**src/hdl/ncp_pkg.sv**
```systemverilog
// ncp_pkg: widths, beat types and constants of the normalized cross product block.
// No dependencies; imported by every module under hdl.
package ncp_pkg;

  localparam int COORD_W    = 16;
  localparam int UNIT_F     = 15;
  localparam int OUT_W      = UNIT_F + 1;
  localparam int MAG_W      = 2 * COORD_W;
  localparam int VEC_W      = MAG_W + 1;
  localparam int SUM_W      = 2 * MAG_W;
  localparam int ROOT_W     = MAG_W;
  localparam int REM_W      = ROOT_W + 2;
  localparam int Q_W        = UNIT_F + 2;
  localparam int FIFO_DEPTH = 4;
  localparam int FIFO_AW    = $clog2(FIFO_DEPTH);

  typedef enum logic {
    OP_NORM  = 1'b0,
    OP_CROSS = 1'b1
  } op_t;

  typedef struct packed {
    logic                      op;
    logic signed [COORD_W-1:0] a_x;
    logic signed [COORD_W-1:0] a_y;
    logic signed [COORD_W-1:0] a_z;
    logic signed [COORD_W-1:0] b_x;
    logic signed [COORD_W-1:0] b_y;
    logic signed [COORD_W-1:0] b_z;
  } in_t;

  typedef struct packed {
    logic signed [OUT_W-1:0] unit_x;
    logic signed [OUT_W-1:0] unit_y;
    logic signed [OUT_W-1:0] unit_z;
    logic                    zero_length;
  } out_t;

  typedef struct packed {
    logic signed [VEC_W-1:0] x;
    logic signed [VEC_W-1:0] y;
    logic signed [VEC_W-1:0] z;
  } vec_t;

  // handshake between the mid queue and the back end
  typedef struct packed {
    logic empty;
    logic pop;
  } qctl_t;

endpackage

```
**src/hdl/ncp_fifo.sv**
```systemverilog
// ncp_fifo: short queue of vectors between the front and back ends.
// Depends on ncp_pkg.
module ncp_fifo import ncp_pkg::*; (
  input  logic  clk,
  input  logic  rst_n,
  input  logic  push,
  output logic  full,
  input  vec_t  wdata,
  input  qctl_t ctl_i,
  output logic  empty,
  output vec_t  rdata
);

  vec_t               mem [FIFO_DEPTH];
  logic [FIFO_AW-1:0] wp_r, rp_r;
  logic [FIFO_AW:0]   cnt_r, cnt_nxt;
  logic               do_pop;

  assign empty  = (cnt_r == '0);
  assign full   = (cnt_r == (FIFO_AW+1)'(FIFO_DEPTH));
  assign do_pop = ctl_i.pop && !ctl_i.empty;
  assign rdata  = mem[rp_r];

  always_comb begin
    cnt_nxt = cnt_r;
    if (push && !do_pop) cnt_nxt = cnt_r + 1'b1;
    if (!push && do_pop) cnt_nxt = cnt_r - 1'b1;
  end

  always_ff @(posedge clk) begin
    if (!rst_n) begin
      wp_r  <= '0;
      rp_r  <= '0;
      cnt_r <= '0;
    end else begin
      cnt_r <= cnt_nxt;
      if (push) wp_r <= wp_r + 1'b1;
      if (do_pop) rp_r <= rp_r + 1'b1;
    end
  end

  always_ff @(posedge clk) begin
    if (push) mem[wp_r] <= wdata;
  end

endmodule

```
**config.mk**
```make
export PLATFORM = sky130hd
export DESIGN_NAME = ncp_fifo
export DESIGN_NICKNAME = d
export VERILOG_FILES = /design/src/hdl/ncp_pkg.sv /design/src/hdl/ncp_fifo.sv
export SDC_FILE = /design/constraint.sdc
export NUM_CORES = 1
export LEC_CHECK = 0
export BUFFER_PORTS_ARGS = -buffer_cell sky130_fd_sc_hd__buf_2
export CORE_UTILIZATION = 30
export CTS_CLUSTER_SIZE = 24
export DETAILED_ROUTE_END_ITERATION = 8
export HOLD_SLACK_MARGIN = 0.03
export PLACE_DENSITY = 0.54
export SLEW_MARGIN = 15
export SYNTH_ARGS = -nofsm -noshare
export SYNTH_HDL_FRONTEND = slang
export SYNTH_SLANG_ARGS = --single-unit
export TNS_END_PERCENT = 50
```
**constraint.sdc**
```tcl
create_clock -name clk -period 3.01 [get_ports clk]
set_input_delay 0.301 -clock clk [delete_from_list [all_inputs] [get_ports clk]]
set_output_delay 0.301 -clock clk [all_outputs]
set_load 0.005 [all_outputs]
```
==> results.ini <==
[run_status]
status=complete, no violations

[yosys]
synthTopCellsByArea=edfxtp_1 81%, mux4_2 15%, dfxtp_1 1.2%
yosysSeqAreaShare_pct=82.1
syn_area_um2=14700
synth_area_per_cell_um2=26.1
ys_async_sr_fraction_pct=0
yosysWarnings=0
syn_inst=564
synthSimpleGateAreaFrac_pct=0.706
synth_most_common_cell=edfxtp_1
synth-edff-count=396
netlist.top_cell.by_area=edfxtp_1
synth_compound_area_share_pct=0.119
synth_mux_area_share_pct=15.2
synth_flop_cell=edfxtp_1
synth_cell_type_count=23
ys_ff_latch=405
synth_top_area_share_pct=80.8
synth_xor_area_share_pct=0.298
synthTopCellsByCount=396 x edfxtp_1, 99 x mux4_2, 10 x and2_1, 10 x buf_2, 9 x dfxtp_1
synthAdderAreaFrac_pct=0.561
synth_top_family_by_area=multiplexers
syn-num-nets=674

[cts]
tritoncts=done
numCtsBuffers=44
cts_buffer_depth=3
cts_setup_buffers=0
cts_root_buf=clkbuf_16
clk_pin_slew_ns=0.06
cts_resized=0
clock_sink_count=405
clock_latency_ns=0.55
cts.htree.levels=2

[sta]
final-max-slew-violation-count=0
finalHoldViolCount=0
relSlewSlack_pct=64.9
rsz0062_at_grt=no
finClkSkew_ns=0.00965
worstMarginPinSlew_ns=0.527
fmax_ghz=0.407
setup-violations-final=0
fin_crit_sh_pct=81.6
min_period_ns=2.45
totalNegativeSetupSlack_ns=0

[place]
dp.cells=1373
port_buffers=204
place.gp.congestion=0.674
dp_hpwl_mm=16.4

[floorplanning]
die_h_um=223
io_pins=205
start_util_pct=30.6
fp.coreArea_um2=48000
num_rows=80
dieArea_um2=49900
fp.dieW_um=223

[critical_path]
rr_startpoint=wp_r[0]
arrival_ns=2.15
path_class=flop to output pin
worstSetupStartpointType=flop
cp_max_fo=54
end_kind=output pin
max_stage_delay_ns=0.61
required_ns=2.71
slowest_stage=mux4_2
r2r-end=mem[3][88]
reg2reg_depth=3
crit_chain=buf_12 > mux4_2 > buf_2
reg2reg_slack_ns=1.34

[routing]
totalWireLength_mm=29.3
drtPass1Iterations=4
via_per_inst=4.48
drc=0
detail-route-antenna-nets=0
vias=6928
drt_iter0_drc=374
wire_per_inst_um=18.9

[worst_hold_path]
hp-start=push
hp-class=input port to flop
hold_end=wp_r[1]
hold_path_depth=3

[global_routing]
grt_pass1_wl_mm=44.6
grt.total_usage_pct=11.9
grt_pass1_vias=7600
grt_max_degree=55
gr-total-overflow=0
antenna_found_initial=1

[power_and_ir_drop]
p_per_area_nw_per_um2=666
total_leakage_power_nw=6.34
peakVddDrop_v=0.000411

[cells_and_area]
diodes=0
drive_gt1_share_pct=40.2
nets=1014
syn2layout_area_growth_pct=28.9
instances_no_fill=1547

[run]
maxCapViolCount=0

[state kept, by name (all words and copies together) (netlist names), named ones only]
| register | count |
|---|---|
| rp_r | 2 |
| mem | 396 |
| cnt_r | 3 |
| wp_r | 2 |
[worst max-delay path, delay by kind of cell, from the launching register on]
kind / cells / cell delay (ns)
DFF: 1 / 0.37
buffers and inverters: 2 / 0.51
muxes: 1 / 0.61
[per-layer routing]
layer / routed length, um / GRT usage, % / up-vias
met2: 14500 / 19.6 / 163
met1: 12400 / 14.9 / 3599
met4: 782 / 4.64 / 2
met3: 1570 / 3.19 / 53
li1: - / - / 3111
met5: 13 / 0 / -
[cell families (layout without fill, tap and decap cells)]
| family | count (synthesis) | in the layout |
|---|---|---|
| adder cells (fa/ha/maj) | 6 | 6 |
| XOR/XNOR | 5 | 5 |
| AO/OA/AOI/OAI | 3 | 3 |
| AND/OR/NAND/NOR | 17 | 17 |
| multiplexers | 100 | 100 |
| buffers and inverters | 28 | 396 |
| flip-flops | 405 | 405 |
[placed cells by master, fill, tap and decap left out, types with 2 or more instances in the layout]
| master | synthesis | routed |
|---|---|---|
| o21ai_0 | 2 | 2 |
| ha_1 | 5 | 5 |
| edfxtp_1 | 396 | 396 |
| dfxtp_4 | 0 | 2 |
| and2_1 | 10 | 6 |
| clkinv_1 | 0 | 8 |
| xor2_1 | 3 | 3 |
| dlygate4sd3_1 | 0 | 100 |
| nor2b_1 | 2 | 2 |
| mux4_2 | 99 | 99 |
| inv_1 | 6 | 6 |
| buf_12 | 0 | 12 |
| xnor2_1 | 2 | 2 |
| clkbuf_16 | 0 | 45 |
| clkbuf_1 | 8 | 12 |
| dfxtp_1 | 9 | 7 |
| bufinv_16 | 0 | 3 |
| buf_2 | 10 | 204 |
| clkinv_2 | 0 | 4 |
| and2_4 | 0 | 4 |
[where the power goes]
group / total [mW] / switching, mW / internal [mW]
clock: 5.04 / 2.06 / 2.98
sequential: 6.53 / 0.0608 / 6.47
combinational: 1.06 / 0.511 / 0.547
[worst max path at each step]
stage                     end  slack, ns  cells past startpoint
global placement    rdata[58]       1.12                      3
floorplan           mem[1][0]      -0.27                      2
CTS                 rdata[83]       0.49                      3
global route        rdata[83]       0.45                      3
detailed placement   cnt_r[2]       1.08                      8
finish              rdata[58]       0.56                      3
[through the flow]
stage	utilization [%]	instance area, um^2	hold slack, ns	power, mW	worst slack, ns
2_1_floorplan	-	14700	0.400	7.15	-0.270
3_3_place_gp	34.6	16600	0.489	7.62	1.12
3_5_place_dp	34.6	16600	0.502	7.64	1.08
4_1_cts	39.5	19000	0.109	12.9	0.490
5_1_grt	39.5	19000	0.187	13.1	0.445
6_report	39.5	19000	0.157	12.6	0.555
[cell type report]
type                            count  area [um^2]
Tap cell                          615          769
Clock inverter                     17          156
Fill cell                        4336        29100
Multi-Input combinational cell    131         2500
Clock buffer                       57         1170
Timing Repair Buffer              316         2260
Inverter                            6         22.5
Sequential cell                   405        12100
[what timing repair did]
action,4_1_cts,5_1_grt
endpoints found under the hold margin,404,0
hold buffers,100,0
setup endpoints to repair,0,0
No activity file was read; power rests on OpenSTA's default activity.
