==> config.mk <==
export PLATFORM = sky130hd
export DESIGN_NAME = ncp_front
export DESIGN_NICKNAME = d
export VERILOG_FILES = /design/src/hdl/ncp_pkg.sv /design/src/hdl/ncp_front.sv
export SDC_FILE = /design/constraint.sdc
export NUM_CORES = 2
export LEC_CHECK = 0
export BUFFER_PORTS_ARGS = -buffer_cell sky130_fd_sc_hd__buf_4
export CAP_MARGIN = 20
export CORE_MARGIN = 1
export CORE_UTILIZATION = 44
export DETAILED_ROUTE_END_ITERATION = 10
export HOLD_SLACK_MARGIN = 0.02
export PLACE_DENSITY_LB_ADDON = 0.25
export SETUP_SLACK_MARGIN = 0.02
export SYNTH_ARGS = -nofsm -noshare
export SYNTH_HDL_FRONTEND = slang
export SYNTH_SLANG_ARGS = --single-unit
==> constraint.sdc <==
create_clock -name clk -period 19.2 [get_ports clk]
set_input_delay 2.88 -clock clk [delete_from_list [all_inputs] [get_ports clk]]
set_output_delay 2.88 -clock clk [all_outputs]
set_load 0.005 [all_outputs]
==> src/hdl/ncp_pkg.sv <==
// ncp_pkg: widths, beat types and constants of the normalized cross product block.
// No dependencies; imported by every module under hdl.
package ncp_pkg;

  localparam int COORD_W    = 16;
  localparam int UNIT_F     = 15;
  localparam int OUT_W      = UNIT_F + 1;
  localparam int MAG_W      = 2 * COORD_W;
  localparam int VEC_W      = MAG_W + 1;
  localparam int SUM_W      = 2 * MAG_W;
  localparam int ROOT_W     = MAG_W;
  localparam int REM_W      = ROOT_W + 2;
  localparam int Q_W        = UNIT_F + 2;
  localparam int FIFO_DEPTH = 4;
  localparam int FIFO_AW    = $clog2(FIFO_DEPTH);

  typedef enum logic {
    OP_NORM  = 1'b0,
    OP_CROSS = 1'b1
  } op_t;

  typedef struct packed {
    logic                      op;
    logic signed [COORD_W-1:0] a_x;
    logic signed [COORD_W-1:0] a_y;
    logic signed [COORD_W-1:0] a_z;
    logic signed [COORD_W-1:0] b_x;
    logic signed [COORD_W-1:0] b_y;
    logic signed [COORD_W-1:0] b_z;
  } in_t;

  typedef struct packed {
    logic signed [OUT_W-1:0] unit_x;
    logic signed [OUT_W-1:0] unit_y;
    logic signed [OUT_W-1:0] unit_z;
    logic                    zero_length;
  } out_t;

  typedef struct packed {
    logic signed [VEC_W-1:0] x;
    logic signed [VEC_W-1:0] y;
    logic signed [VEC_W-1:0] z;
  } vec_t;

  // handshake between the mid queue and the back end
  typedef struct packed {
    logic empty;
    logic pop;
  } qctl_t;

endpackage

==> src/hdl/ncp_front.sv <==
// ncp_front: input register with the six cross-product multipliers, then
// forms the vector to normalise. Depends on ncp_pkg.
module ncp_front import ncp_pkg::*; (
  input  logic clk,
  input  logic rst_n,
  input  logic in_push,
  output logic in_full,
  input  in_t  in_data,
  output logic q_push,
  input  logic q_full,
  output vec_t q_data
);

  logic                    f_v_r, f_v_nxt;
  logic                    f_op_r;
  logic signed [COORD_W-1:0] ax_r, ay_r, az_r;
  logic signed [MAG_W-1:0] p_r [6];
  logic                    take;

  assign q_push  = f_v_r && !q_full;
  assign in_full = f_v_r && q_full;
  assign take    = in_push && !in_full;
  assign f_v_nxt = take || (f_v_r && q_full);

  always_ff @(posedge clk) begin
    if (!rst_n) begin
      f_v_r <= 1'b0;
    end else begin
      f_v_r <= f_v_nxt;
    end
  end

  always_ff @(posedge clk) begin
    if (take) begin
      f_op_r <= in_data.op;
      ax_r   <= in_data.a_x;
      ay_r   <= in_data.a_y;
      az_r   <= in_data.a_z;
      p_r[0] <= in_data.a_y * in_data.b_z;
      p_r[1] <= in_data.a_z * in_data.b_y;
      p_r[2] <= in_data.a_z * in_data.b_x;
      p_r[3] <= in_data.a_x * in_data.b_z;
      p_r[4] <= in_data.a_x * in_data.b_y;
      p_r[5] <= in_data.a_y * in_data.b_x;
    end
  end

  always_comb begin
    if (op_t'(f_op_r) == OP_CROSS) begin
      q_data.x = VEC_W'(p_r[0]) - VEC_W'(p_r[1]);
      q_data.y = VEC_W'(p_r[2]) - VEC_W'(p_r[3]);
      q_data.z = VEC_W'(p_r[4]) - VEC_W'(p_r[5]);
    end else begin
      q_data.x = VEC_W'(ax_r);
      q_data.y = VEC_W'(ay_r);
      q_data.z = VEC_W'(az_r);
    end
  end

endmodule

==> reports/results.ini <==
[outcome]
status=finished clean

[worst_setup_path]
r2r_end=az_r[2]
critPathMaxFanout=33
end_kind=flip-flop
reg2reg_slack_ns=16.01
start_kind=input pin
r2r_start=f_v_r
arrival_ns=9.50
path_class=in2reg
required_ns=19.51
worstSetupStartpoint=in_data[91]
r2r_cells=4

[global_routing]
grt.total_usage=0.252
grt_pass1_vias=54700
grt_pass1_wl_um=318000
grt_max_degree=160
antenna_found_initial=19
grt_overflow=0

[placement]
dp_hpwl_um=156000
placed_cells=9652
gp_congestion=0.913
buffer_ports.inserted=201
placed_area_um2=74900

[detailed_routing]
first_pass_iters=6
wirelength_um=201000
drtIter0Drc=3684
routed_via_density=5.26
ant_nets=0
drc=0
dr_total_vias=51100
wire_per_inst_um=20.7

[logic_synthesis]
syn_inst=7597
synth-seq-area-share=0.101
ys.warnings.count=0
netlist_area_um2=71800
synth_edf_count=241
async_flop_share=0
syn_nets=9861
synth_seq_cells=242
ys.flop_type=edfxtp_1
synth_cell_types=83
syn_avg_cell_area_um2=9.45

[die]
rows=147
num_io_pins=202
die_h_um=406
initial_core_util=0.445
dieArea_um2=165000
coreArea_um2=161000
die_w_um=406

[layout]
nFillCells=15400
ff_latch_area_um2=7260
final_core_util=0.470
nNetsFinal=9788
multi_input_area_um2=56500
design_area_um2=75900
drive_gt1_frac=0.0428
stdcell_count=9708
area_delta_synth_final_pct=5.70

[min_path]
holdPathEnd=f_v_r
min_path_type=reg2reg
holdPathStages=2
hold_start=f_v_r

[cts]
clkLatencyLatePin_ns=0.63
h-tree-depth=1
clkSinkCount=242
cts_tree=done
postCtsSetupBuffers=0
cts-buffers-inserted=29
holdBufCountCts=0
cts_root_buf=clkbuf_16
clock_path_buffers=3
post_cts_resized=0
cts.clk_slew.worst_paths_ns=0.09

[sta]
fin_tns_setup_ns=0
fin_crit_sh=0.479
hold_violations=0
fin_crit_ns=9.19
clock_skew_ns=0.0256
maxSlewHeadroom=0.295
rsz0062_at_grt=false
setup_violations=0
clock.fmax_ghz=0.109
worstMarginPinSlew_ns=1.06
maxSlewViolCount=0

[run]
drv_cap=0

-- layer usage --
layer	share of wire	global-route usage	routed length, µm	vias to the layer above
li1	-	-	-	22700
met1	0.43	0.349	85600	26400
met2	0.47	0.415	94300	1692
met3	0.070	0.0325	14000	308
met4	0.033	0.0702	6570	4
met5	0.00011	0	23	-
-- state kept, by name (all words and copies together) (netlist names) --
name / cells
f_op_r: 1
ay_r: 16
f_v_r: 1
az_r: 16
ax_r: 16
p_r: 192
-- critical path: stages --
cell and delay, ns:
buf_4 0.49, nand2_1 0.16, fa_1 0.53, fa_1 0.51
fa_1 0.51, inv_1 0.06, fa_1 0.48, fa_1 0.49
inv_1 0.05, fa_1 0.50, inv_1 0.05, ha_1 0.34
a21o_1 0.18, a21o_1 0.17, a21oi_1 0.19, o21a_1 0.15
o41a_1 0.24, o21ai_1 0.19, a32oi_1 0.30, a211o_1 0.22
mux2i_1 0.09, a2111oi_0 0.69
-- metrics by stage --
| stage | setup WS [ns] | hold slack, ns |
|---|---|---|
| 2_1_floorplan | 4.65 | 0.594 |
| 3_3_place_gp | 9.27 | 0.649 |
| 3_5_place_dp | 9.12 | 0.677 |
| 4_1_cts | 9.77 | 0.699 |
| 5_1_grt | 9.54 | 0.753 |
| 6_report | 10.01 | 0.686 |
-- area by class of cell --
type | count | area share
repair buffers | 210 | 0.0211
flip-flops and latches | 242 | 0.0957
clock inverters | 18 | 0.00272
multi-input cells | 5213 | 0.745
well taps | 2160 | 0.0356
inverters | 1828 | 0.0904
clock buffers | 33 | 0.00976
diodes | 4 | 0.000132
-- placed cells by master, fill, tap and decap left out, types with 45 or more instances in the layout --
| cell | instances |
|---|---|
| inv_1 | 1826 |
| fa_1 | 1575 |
| nand2_1 | 825 |
| and2_1 | 742 |
| ha_1 | 588 |
| edfxtp_1 | 241 |
| xnor2_1 | 220 |
| buf_4 | 208 |
| a21oi_1 | 200 |
| nor2_1 | 197 |
| o21ai_0 | 130 |
| a21o_1 | 124 |
| xor2_1 | 61 |
| nand2b_1 | 52 |
| nor3_1 | 45 |
-- cells in the mapped netlist, types with 20 or more instances --
cell / instances / share of area
xnor2_1: 220 / 0.027
a211oi_1: 25 / 0.0026
o21ai_0: 130 / 0.0091
inv_1: 1827 / 0.096
edfxtp_1: 241 / 0.10
o31ai_1: 20 / 0.0021
nor3_1: 45 / 0.0031
a31oi_1: 24 / 0.0021
mux2_2: 30 / 0.0047
nor2b_1: 31 / 0.0027
nand2b_1: 52 / 0.0045
nor2_1: 197 / 0.010
and3_1: 26 / 0.0023
ha_1: 588 / 0.10
fa_1: 1575 / 0.44
a21o_1: 124 / 0.013
o21a_1: 41 / 0.0043
a21oi_1: 200 / 0.014
nand3_1: 40 / 0.0028
clkbuf_1: 309 / 0.016
xor2_1: 61 / 0.0074
o21bai_1: 31 / 0.0032
and2_1: 742 / 0.065
nand2_1: 825 / 0.043
-- cell families (layout without fill, tap and decap cells) --
logic type,Yosys count,count (layout),synth area share
compound gates,709,709,0.0654
xor+xnor,281,281,0.0343
fa+ha+maj,2163,2163,0.542
buf+inv,2142,2089,0.112
flops,242,242,0.101
mux,33,33,0.00512
other cells,0,4,0
simple gates,2027,2027,0.140
-- worst max path at each step --
stage | endpoint | slack (ns) | cells past startpoint
after global routing | p_r[3][31] | 9.54 | 22
after CTS | p_r[3][31] | 9.77 | 22
final | p_r[3][31] | 10.01 | 22
after floorplan | ax_r[0] | 4.65 | 2
after global placement | p_r[3][31] | 9.27 | 21
after detailed placement | p_r[3][31] | 9.12 | 22
Power is not shown: default switching activity piles up to over one toggle a cycle in this logic, so the estimate is an artifact.
